### config.mk
export PLATFORM = sky130hd
export DESIGN_NAME = ring_buffer_deque
export DESIGN_NICKNAME = d
export VERILOG_FILES = /design/src/rtl/dq_pkg.sv /design/src/rtl/dq_ram.sv /design/src/rtl/ring_buffer_deque.sv
export VERILOG_INCLUDE_DIRS = /design/src /design/src/rtl
export SDC_FILE = /design/constraint.sdc
export NUM_CORES = 2
export LEC_CHECK = 0
export BUFFER_PORTS_ARGS = -buffer_cell sky130_fd_sc_hd__buf_2
export CAP_MARGIN = 10
export CORE_ASPECT_RATIO = 1.75
export CORE_MARGIN = 3
export CORE_UTILIZATION = 61
export DETAILED_ROUTE_END_ITERATION = 10
export GPL_TIMING_DRIVEN = 0
export PLACE_DENSITY = 0.77
export SYNTH_ARGS = -nofsm -noshare
export SYNTH_HDL_FRONTEND = slang
export SYNTH_HIERARCHICAL = 1
export SYNTH_SLANG_ARGS = --single-unit
### constraint.sdc
create_clock -name clk -period 7.4 [get_ports clk]
set_clock_uncertainty 0.2 [all_clocks]
set_input_delay 0.37 -clock clk [delete_from_list [all_inputs] [get_ports clk]]
set_output_delay 0.37 -clock clk [all_outputs]
set_load 0.02 [all_outputs]
### src/rtl/ring_buffer_deque_defines.svh
// Assertion macros for the deque top level.
`ifndef RING_BUFFER_DEQUE_DEFINES_SVH
`define RING_BUFFER_DEQUE_DEFINES_SVH

// Same-cycle implication, checked outside reset.
`define DQ_ASSERT_NOW(label, pre, post, msg) \
  label: assert property (@(posedge clk) disable iff (!rst_n) (pre) |-> (post)) \
    else $error(msg);

// Next-cycle implication, checked outside reset.
`define DQ_ASSERT_NEXT(label, pre, post, msg) \
  label: assert property (@(posedge clk) disable iff (!rst_n) (pre) |=> (post)) \
    else $error(msg);

`endif

### src/rtl/dq_pkg.sv
// Shared constants, word types and pointer helpers for the deque.
package dq_pkg;

  localparam int DEPTH  = 64;
  localparam int DATA_W = 32;
  localparam int ADDR_W = (DEPTH > 1) ? $clog2(DEPTH) : 1;
  localparam int OCC_W  = $clog2(DEPTH + 1);
  localparam int CAP_W  = 7;

  localparam logic [CAP_W-1:0] CAP_RESET = 7'd64;

  // Operation codes.
  localparam logic [1:0] OP_PUSH_LEFT  = 2'd0;
  localparam logic [1:0] OP_PUSH_RIGHT = 2'd1;
  localparam logic [1:0] OP_POP_LEFT   = 2'd2;
  localparam logic [1:0] OP_POP_RIGHT  = 2'd3;

  // Result status codes.
  localparam logic [1:0] STATUS_OK    = 2'd0;
  localparam logic [1:0] STATUS_FULL  = 2'd1;
  localparam logic [1:0] STATUS_EMPTY = 2'd2;

  typedef struct packed {
    logic [1:0]         operation;
    logic signed [31:0] push_value;
  } dq_in_t;

  typedef struct packed {
    logic [1:0]         status;
    logic signed [31:0] data;
  } dq_out_t;

  // Advance a pointer by one, wrapping at the capacity.
  function automatic logic [ADDR_W-1:0] step_up(input logic [ADDR_W-1:0] p,
                                                input logic [OCC_W-1:0]  cap);
    logic [OCC_W-1:0] inc;
    inc = OCC_W'(p) + OCC_W'(1);
    return (inc >= cap) ? '0 : ADDR_W'(inc);
  endfunction

  // Step a pointer back by one, wrapping to the top slot in use.
  function automatic logic [ADDR_W-1:0] step_down(input logic [ADDR_W-1:0] p,
                                                  input logic [OCC_W-1:0]  cap);
    logic [OCC_W-1:0] top;
    top = cap - OCC_W'(1);
    return (p == '0) ? ADDR_W'(top) : p - ADDR_W'(1);
  endfunction

endpackage

### src/rtl/dq_ram.sv
// Single-port synchronous RAM with a registered read port.
module dq_ram #(
  parameter int DEPTH_P = 64,
  parameter int WIDTH_P = 32,
  parameter int AW_P    = (DEPTH_P > 1) ? $clog2(DEPTH_P) : 1
) (
  input  logic               clk,
  input  logic               we,
  input  logic               re,
  input  logic [AW_P-1:0]    addr,
  input  logic [WIDTH_P-1:0] wdata,
  output logic [WIDTH_P-1:0] rdata
);

  logic [WIDTH_P-1:0] mem [DEPTH_P];
  logic [WIDTH_P-1:0] rdata_r;

  // Write and read share the one port; the read data is registered.
  always_ff @(posedge clk) begin
    if (we) begin
      mem[addr] <= wdata;
    end
    if (re) begin
      rdata_r <= mem[addr];
    end
  end

  assign rdata = rdata_r;

endmodule

### src/rtl/ring_buffer_deque.sv
// Top level of the double-ended queue: control, pointers and result register.
//
// Input channel (in_valid, in_stall, in_word): each word carries an operation
// (push left, push right, pop left, pop right) and a value for pushes. The
// result channel (out_valid, out_stall, out_word) returns exactly one word per
// operation, in order, with a status (done, full or empty) and the value
// pushed or popped, zero when refused.
// A push or a refused operation has its result in the output register in the
// cycle after acceptance, and such operations can be taken every cycle while
// out_stall does not hold the output. A successful pop reads the slot store,
// whose read port is registered; the input stalls during the read cycle.
// The output register parts the two sides: a new word is taken while the
// current result is being delivered, but not while an undelivered result
// is held and out_stall is high.
// cfg_wr_en/cfg_wr_data set the capacity in use (reset 64). Zero counts as
// one and values above the store depth count as the depth. Write it only
// while the block is idle.
// rst_n is synchronous: it empties the queue, clears both pointers and drops
// out_valid. The slot store itself is not cleared and needs no sweep.
module ring_buffer_deque
  import dq_pkg::*;
(
  input  logic             clk,
  input  logic             rst_n,
  input  logic             in_valid,
  output logic             in_stall,
  input  dq_in_t           in_word,
  output logic             out_valid,
  input  logic             out_stall,
  output dq_out_t          out_word,
  input  logic             cfg_wr_en,
  input  logic [CAP_W-1:0] cfg_wr_data
);

  `include "ring_buffer_deque_defines.svh"

  localparam logic ST_IDLE = 1'b0;
  localparam logic ST_READ = 1'b1;

  logic              state_r, state_nxt;
  logic [ADDR_W-1:0] front_r, front_nxt;
  logic [ADDR_W-1:0] rear_r, rear_nxt;
  logic [OCC_W-1:0]  occ_r, occ_nxt;
  logic [CAP_W-1:0]  cap_r;
  logic              out_valid_r, out_valid_nxt;
  dq_out_t           out_word_r, out_word_nxt;

  logic              accept;
  logic [OCC_W-1:0]  cap_eff;
  logic              mem_we;
  logic              mem_re;
  logic [ADDR_W-1:0] mem_addr;
  logic [DATA_W-1:0] mem_rdata;

  // Effective capacity: zero counts as one, large values saturate.
  always_comb begin
    if (cap_r == '0) begin
      cap_eff = OCC_W'(1);
    end else if (32'(cap_r) > DEPTH) begin
      cap_eff = OCC_W'(DEPTH);
    end else begin
      cap_eff = OCC_W'(cap_r);
    end
  end

  // Take a word only when idle and the output register is free or draining.
  assign in_stall = (state_r != ST_IDLE) || (out_valid_r && out_stall);
  assign accept   = in_valid && !in_stall;

  // Operation decode, pointer update and slot access.
  always_comb begin
    state_nxt     = state_r;
    front_nxt     = front_r;
    rear_nxt      = rear_r;
    occ_nxt       = occ_r;
    out_word_nxt  = out_word_r;
    out_valid_nxt = out_valid_r && out_stall;
    mem_we        = 1'b0;
    mem_re        = 1'b0;
    mem_addr      = '0;

    if (state_r == ST_READ) begin
      out_valid_nxt       = 1'b1;
      out_word_nxt.status = STATUS_OK;
      out_word_nxt.data   = mem_rdata;
      state_nxt           = ST_IDLE;
    end else if (accept) begin
      if (in_word.operation inside {OP_PUSH_LEFT, OP_PUSH_RIGHT}) begin
        out_valid_nxt = 1'b1;
        if (occ_r >= cap_eff) begin
          out_word_nxt.status = STATUS_FULL;
          out_word_nxt.data   = '0;
        end else begin
          if (occ_r == '0) begin
            front_nxt = '0;
            rear_nxt  = '0;
            mem_addr  = '0;
          end else if (in_word.operation == OP_PUSH_LEFT) begin
            front_nxt = step_down(front_r, cap_eff);
            mem_addr  = front_nxt;
          end else begin
            rear_nxt = step_up(rear_r, cap_eff);
            mem_addr = rear_nxt;
          end
          mem_we              = 1'b1;
          occ_nxt             = occ_r + OCC_W'(1);
          out_word_nxt.status = STATUS_OK;
          out_word_nxt.data   = in_word.push_value;
        end
      end else if (occ_r == '0) begin
        out_valid_nxt       = 1'b1;
        out_word_nxt.status = STATUS_EMPTY;
        out_word_nxt.data   = '0;
      end else begin
        mem_re    = 1'b1;
        occ_nxt   = occ_r - OCC_W'(1);
        state_nxt = ST_READ;
        if (in_word.operation == OP_POP_LEFT) begin
          mem_addr = front_r;
          if (occ_nxt != '0) begin
            front_nxt = step_up(front_r, cap_eff);
          end
        end else begin
          mem_addr = rear_r;
          if (occ_nxt != '0) begin
            rear_nxt = step_down(rear_r, cap_eff);
          end
        end
      end
    end
  end

  // Control state and configuration.
  always_ff @(posedge clk) begin
    if (!rst_n) begin
      state_r     <= ST_IDLE;
      front_r     <= '0;
      rear_r      <= '0;
      occ_r       <= '0;
      out_valid_r <= 1'b0;
      cap_r       <= CAP_RESET;
    end else begin
      state_r     <= state_nxt;
      front_r     <= front_nxt;
      rear_r      <= rear_nxt;
      occ_r       <= occ_nxt;
      out_valid_r <= out_valid_nxt;
      if (cfg_wr_en) begin
        cap_r <= cfg_wr_data;
      end
    end
  end

  // Result payload register.
  always_ff @(posedge clk) begin
    out_word_r <= out_word_nxt;
  end

  assign out_valid = out_valid_r;
  assign out_word  = out_word_r;

  // Slot store.
  dq_ram #(
    .DEPTH_P (DEPTH),
    .WIDTH_P (DATA_W)
  ) u_ram (
    .clk   (clk),
    .we    (mem_we),
    .re    (mem_re),
    .addr  (mem_addr),
    .wdata (in_word.push_value),
    .rdata (mem_rdata)
  );

  `DQ_ASSERT_NOW(a_occ_bound, 1'b1, 32'(occ_r) <= DEPTH, "occupancy above store depth")
  `DQ_ASSERT_NOW(a_read_out_free, state_r == ST_READ, !out_valid_r,
                 "result register busy during read")
  `DQ_ASSERT_NOW(a_read_stalls, state_r == ST_READ, in_stall,
                 "input taken during read cycle")
  `DQ_ASSERT_NEXT(a_pop_reads,
                  accept && (in_word.operation == OP_POP_LEFT ||
                             in_word.operation == OP_POP_RIGHT) && occ_r != '0,
                  state_r == ST_READ, "pop did not start a read")
  `DQ_ASSERT_NOW(a_no_access_clash, 1'b1, !(mem_we && mem_re),
                 "store written and read together")

endmodule
* Yosys cells after proc, flatten, opt, wreduce, memory -nomap -nowiden
Memory sizes are Yosys's and may differ from the RTL's. A register that Yosys moved wholly into a read port is not among the register bits.
Index checks and enable logic that the tools add are counted.
** Operators by class
- Add/sub/neg operators :: 7
- Multipliers :: 0
- Divide/modulo/power cells :: 0
- Order comparisons :: 4
- Equal/unequal tests :: 7
- Shift operators :: 0
- Multiplexer cells :: 50
- Bitwise logic cells :: 1
- Reductions and logical operators :: 21
** Operator list (count)
- 2-to-1 mux 6 bit :: 26
- 2-to-1 mux 34 bit :: 2
- 2-to-1 mux 32 bit :: 2
- 2-to-1 mux 7 bit :: 5
- 2-to-1 mux 33 bit :: 1
- >= comparator 7 bit :: 3
- subtractor 6 x 1 -> 6 bit (second input constant) :: 3
- adder 6 x 1 -> 7 bit (second input constant) :: 2
- zero test 7 bit :: 2
- 2-to-1 mux 1 bit :: 14
- AND reduction 7 bit :: 2
- zero test 6 bit :: 2
- nonzero test 2 bit :: 5
- adder 7 x 1 -> 7 bit (second input constant) :: 1
- > comparator 7 bit (second input constant) :: 1
- nonzero test 7 bit :: 1
- subtractor 7 x 1 -> 7 bit (second input constant) :: 1
- != test 2 bit (second input constant) :: 3
- != test 3 x 2 -> 1 bit (second input constant) :: 2
- AND reduction 2 bit :: 2
- AND reduction 4 bit :: 1
- nonzero test 3 bit :: 1
- == test 2 x 1 -> 1 bit (second input constant) :: 1
- == test 2 bit (second input constant) :: 1
- other kinds (5) :: 6
** Storage, ports and cells
- Flip-flop bits (word level) :: 62
- Bits in latches :: 0
- Bits in writable memories :: 2048
- ROM bits :: 0
- Memories :: 1
** Memories
- u_ram.mem :: depth 64, width 32, read ports 1, clocked after memory_dff 1, wr ports 1, RTL line dq_ram.sv:15 : logic [WIDTH_P-1:0] mem [DEPTH_P];

* Depth between registers and ports, before layout
- Depth in word-level cells :: 11
- Depth in mapped cells :: 24
- Mapped depth without buffers :: 17

* Cells and area by module
The synthesis kept the hierarchy.
** By module, submodules not included
- dq_ram :: times used 1, cells each 4239, area an instance 79248.5 µm², sequential area each 62459.9 µm²
- ring_buffer_deque :: times used 1, cells each 446, area an instance 4194.0 µm², sequential area each 1561.5 µm²

* Least setup slack after synthesis
No wires, ideal clock.
- Path type :: register -> register
- Start point :: reg cap_r[2]
- End point :: mem u_ram.mem[12][0] (enable)
- Library setup time :: 0.421 ns
- Arrival time :: 5.421 ns
- Slack :: 1.358 ns
- Stages on the path, launching flop included :: 19
- Clock period less this slack :: 6.042 ns
- Cells stage by stage :: dfxtp_1 -> nor2_1 -> a21oi_1 -> nor2_1 -> ha_1 -> nand2b_4 -> a2111oi_4 -> o31ai_2 -> nor3_1 -> nand2_1 -> o22ai_1 -> buf_2 -> buf_2 -> buf_2 -> buf_2 -> buf_2 -> buf_2 -> nand3_1 -> nor2_1
** RTL lines
- start: declaration :: RTL line ring_buffer_deque.sv:44 : logic [CAP_W-1:0] cap_r;
- start signal: assignment :: RTL line ring_buffer_deque.sv:149 : cap_r <= cfg_wr_data;
- > comparator 7 bit :: RTL line ring_buffer_deque.sv:59 : end else if (32'(cap_r) > DEPTH) begin
- 2-to-1 mux 7 bit :: RTL line ring_buffer_deque.sv:59
- 2-to-1 mux 7 bit (*) :: RTL line ring_buffer_deque.sv:57 : if (cap_r == '0) begin
- >= comparator 7 bit (*) :: RTL line ring_buffer_deque.sv:90 : if (occ_r >= cap_eff) begin
- 2-to-1 mux 1 bit (*) :: RTL line ring_buffer_deque.sv:90
- 2-to-1 mux 1 bit (*) :: RTL line ring_buffer_deque.sv:88 : if (in_word.operation inside {OP_PUSH_LEFT, OP_PUSH_RIGHT}) begin
- 2-to-1 mux 1 bit (*) :: RTL line ring_buffer_deque.sv:87 : end else if (accept) begin
- 2-to-1 mux 1 bit (*) :: RTL line ring_buffer_deque.sv:82 : if (state_r == ST_READ) begin
- named net mem_we :: RTL line ring_buffer_deque.sv:50 : logic mem_we;
- 2-to-1 mux 1 bit (*) :: RTL line dq_ram.sv:20 : if (we) begin
- 2-to-1 mux 1 bit (implied by the code) (*) :: RTL line dq_ram.sv:21 : mem[addr] <= wdata;
- end: declaration :: RTL line dq_ram.sv:15
The timed path passes the listed nets; every way through them passes the cells marked *.

* Final worst setup path
- Start point :: reg cap_r[6]
- End point :: reg u_ram.rdata_r[0] (netlist: u_ram/rdata[0]) (read register of u_ram.mem), data pin
** On the way
- Longest elaborated chain between the ends :: 11
** RTL lines
- > comparator 7 bit :: RTL line ring_buffer_deque.sv:59
- 2-to-1 mux 7 bit :: RTL line ring_buffer_deque.sv:59
- 2-to-1 mux 7 bit (*) :: RTL line ring_buffer_deque.sv:57
- subtractor 6 x 1 -> 6 bit / >= comparator 7 bit (equally long branches) :: RTL line dq_pkg.sv:45, dq_pkg.sv:38
- 2-to-1 mux 6 bit, on equally long branches :: RTL line dq_pkg.sv:46, dq_pkg.sv:38
- 2-to-1 mux 6 bit :: RTL line ring_buffer_deque.sv:98 : end else if (in_word.operation == OP_PUSH_LEFT) begin
- 2-to-1 mux 6 bit :: RTL line ring_buffer_deque.sv:94 : if (occ_r == '0) begin
- 2-to-1 mux 6 bit (*) :: RTL line ring_buffer_deque.sv:90
- 2-to-1 mux 6 bit (*) :: RTL line ring_buffer_deque.sv:88
- 2-to-1 mux 6 bit (*) :: RTL line ring_buffer_deque.sv:87
- 2-to-1 mux 6 bit (*) :: RTL line ring_buffer_deque.sv:82
- named net mem_addr[3] :: RTL line ring_buffer_deque.sv:52 : logic [ADDR_W-1:0] mem_addr;
- end: declaration :: RTL line dq_ram.sv:16 : logic [WIDTH_P-1:0] rdata_r;
Marked as above.
A chain may end at the register's enable or synchronous reset.

==> results.yml <==
critical_path:
  ff2ff_path_depth: 17
  ff2ff_setup_slack_ns: -0.20
  crit_path_end_kind: "flop"
  crit_path_max_fanout: 10
  start_kind: "flop"
  crit_type: "flop to flop"
  crit_required_ns: 7.55
  r2r-end: "u_ram/rdata[0]"
  crit_end: "u_ram/rdata[0]"
  crit-reg2reg-launch: "cap_r[6]"
  startpoint: "cap_r[6]"
  arrival_ns: 7.75
yosys:
  seq_area_frac_synth: 0.767
  netlist_area_sq_um: 83400
  synth_common_cells: "edfxtp_1 (2,112), mux2i_1 (273), a22oi_1 (193)"
  muxShareOfSynthArea: 0.0786
  synth_top_family_by_area: "compound AO/OA/AOI/OAI gates"
  yosysWarnings: 6
  synth_xor_area_frac: 0.00189
  synth_compound_area_frac: 0.0943
  yosys.area.top_type: "edfxtp_1"
  synth-simple-area-share: 0.0350
  synth_flop_cell: "edfxtp_1"
  synth_most_common_cell: "edfxtp_1"
  synth_top_cell_area_share: 0.760
  syn-num-nets: 4762
  async_reset_ff_frac: 0
  synth_area_per_cell_sq_um: 17.8
  netlist-cell-type-count: 84
  synth-edff-count: 2112
  ys_seq_elements: 2142
  synth_area_leaders: "edfxtp_1 (76%), mux2i_1 (3.3%), mux4_2 (2.6%)"
  synth_fa_ha_area_frac: 0.00465
  syn_inst: 4685
layout:
  final_util: 0.712
  area_growth_pct: 15.4
  post_route_cells_drive_above_1_share: 0.190
  final_cells: 7123
  nets: 5250
clock_tree:
  cts_tree: "yes"
  cts.sinks: 2142
  cts_buffer_depth: 3
  cts-root-buf: "clkbuf_16"
  clkSlewWorstSetupHoldPaths_ns: 0.07
  cts.htree.levels: 4
  cts_made_buffers: 175
  clk_latency_ns: 0.84
global_routing:
  grt_max_degree: 66
  grt.total_usage: 0.364
  overflow: 0
  antenna_found_initial: 24
  grt_pass1_wl_microns: 361000
  first_global_vias: 50300
sta:
  drv_slew: 0
  worst_pin_slew_ns: 1.48
  rsz0062_at_grt: "true"
  finalCritPeriodShare: 1.03
  fin_ws_ns: -0.201
  slew_headroom: 0.0103
  clock.fmax_ghz: 0.132
  finalCriticalPeriod_ns: 7.60
  setup_viol: 2
  fin_hold_ws_ns: -0.0104
  hold_viol_final: 15
  tns_ns: -0.247
drt:
  viasPerCell: 7.23
  drc_errors: 0
  ant_nets: 0
  drt-total-wl_microns: 258000
  dr.pass1.iters: 8
  dr_total_vias: 51500
  avgRoutedWirePerCell_microns: 36.2
  drtIter0Drc: 8323
status:
  status: "finished, violations left"
  violations: "hold timing, setup timing"
worst_hold_path:
  hold_class: "input port to flop"
  whs_path_depth: 1
pwr:
  power_density_nw_per_um2: 321
  ir_drop_uv: 372
  p_total_uw: 30900
  p_leak_uw: 0.0308
placement:
  place_inst: 6662
  gp_congestion: 0.983
  port_buffers: 80
  dpl.hpwl_microns: 166000
job:
  maxCapViolations: 0
die:
  rows: 178
  fp.dieH_microns: 495
  core_sq_um: 135000
  start_util: 0.617
  dieArea_sq_um: 141000
  die_w_microns: 286
  ios: 82
## worst min-delay path by stage
stage	from	end	slack, ns
6_report	in_word[9]	u_ram/mem[46][9]	-0.01
3_5_place_dp	out_word[32]	out_word[32]	0.27
3_3_place_gp	out_word[32]	out_word[32]	0.26
4_1_cts	in_word[30]	u_ram/mem[59][30]	0.15
5_1_grt	in_word[9]	u_ram/mem[52][9]	0.001
2_1_floorplan	in_word[0]	u_ram/mem[0][0]	0.27
## power by group
part	switching [uW]	total, uW	internal [uW]
combinational	5270	7810	2540
clock	4210	9250	5040
sequential	127	13800	13700
total	9600	30900	21300
## cells in the final DEF (no fill, tap or decap), types with 43 or more instances in the layout
master / count
a22o_1: 99
mux4_2: 96
buf_12: 85
a22oi_1: 193
nand2_1: 51
o22ai_1: 100
nor2_1: 121
clkbuf_1: 192
o22a_1: 70
and3_1: 93
nor2_4: 65
a221oi_1: 174
buf_2: 151
nand3_1: 68
buf_16: 43
clkbuf_16: 180
mux2_2: 148
dlygate4sd3_1: 48
buf_4: 64
edfxtp_1: 2112
mux2i_1: 273
o21ai_0: 96
a21oi_1: 151
a31oi_1: 45
## through the flow
stage	hold WS [ns]	area (sq um)	worst slack, ns
after floorplan	0.269	83400	1.36
after global placement	0.263	86100	-3.55
after detailed placement	0.271	88700	-1.12
after CTS	0.147	95500	0.00912
after global routing	0.00148	96300	-0.0705
final	-0.0104	96300	-0.201
## worst max-delay path, stage by stage (launching register included)
cell and delay (ns):
dfxtp_1 0.31, clkbuf_1 0.33, nand2b_1 0.40, ha_1 0.30
o21a_1 0.13, nor2_1 0.05, o31ai_2 0.67, nor3_1 0.15
nand2_1 0.33, o22ai_1 0.32, clkbuf_2 0.37, nand3_1 0.30
clkbuf_1 0.43, clkbuf_1 1.13, nor3_1 0.21, or3_1 0.43
a2111oi_0 0.49, nand4_1 0.57
## registers in the layout, indices dropped and copies added, names as in the netlist
signal and flops:
cap_r 7, front_r 6, occ_r 7, out_valid 1, out_word 34, rear_r 6
state_r 1, u_ram/mem 2048, u_ram/rdata 32
## what timing repair did
action / CTS / global route
setup endpoints to repair: 2077 / 1609
endpoints found under the hold margin: 351 / 229
buffers inserted: 54 / 15
pin swaps: 34 / 7
hold buffers: 35 / 13
resized for setup: 42 / 97
## routing by layer
| layer | GRT usage | vias up | routed length (microns) | share of wire |
|---|---|---|---|---|
| met1 | 0.407 | 25400 | 77000 | 0.30 |
| met4 | 0.277 | 10 | 25600 | 0.099 |
| li1 | - | 20300 | - | - |
| met2 | 0.588 | 4439 | 123000 | 0.48 |
| met3 | 0.113 | 1336 | 31900 | 0.12 |
| met5 | 0 | - | 215 | 0.00083 |
## cell families after synthesis
| logic type | Yosys count |
|---|---|
| mux | 517 |
| flops | 2142 |
| simple gates | 562 |
| compound gates | 1068 |
| buf+inv | 347 |
| xor+xnor | 18 |
| fa+ha+maj | 31 |
## area by class of cell
type / count / area (sq um)
Multi-Input combinational cell: 2196 / 18500
Fill cell: 7797 / 38900
Tap cell: 1800 / 2250
Timing Repair Buffer: 313 / 4190
Inverter: 20 / 75.1
Buffer: 325 / 1600
Antenna cell: 10 / 25.0
Clock buffer: 216 / 4660
Clock inverter: 101 / 946
Sequential cell: 2142 / 64000
No activity file was read; power rests on OpenSTA's default activity.
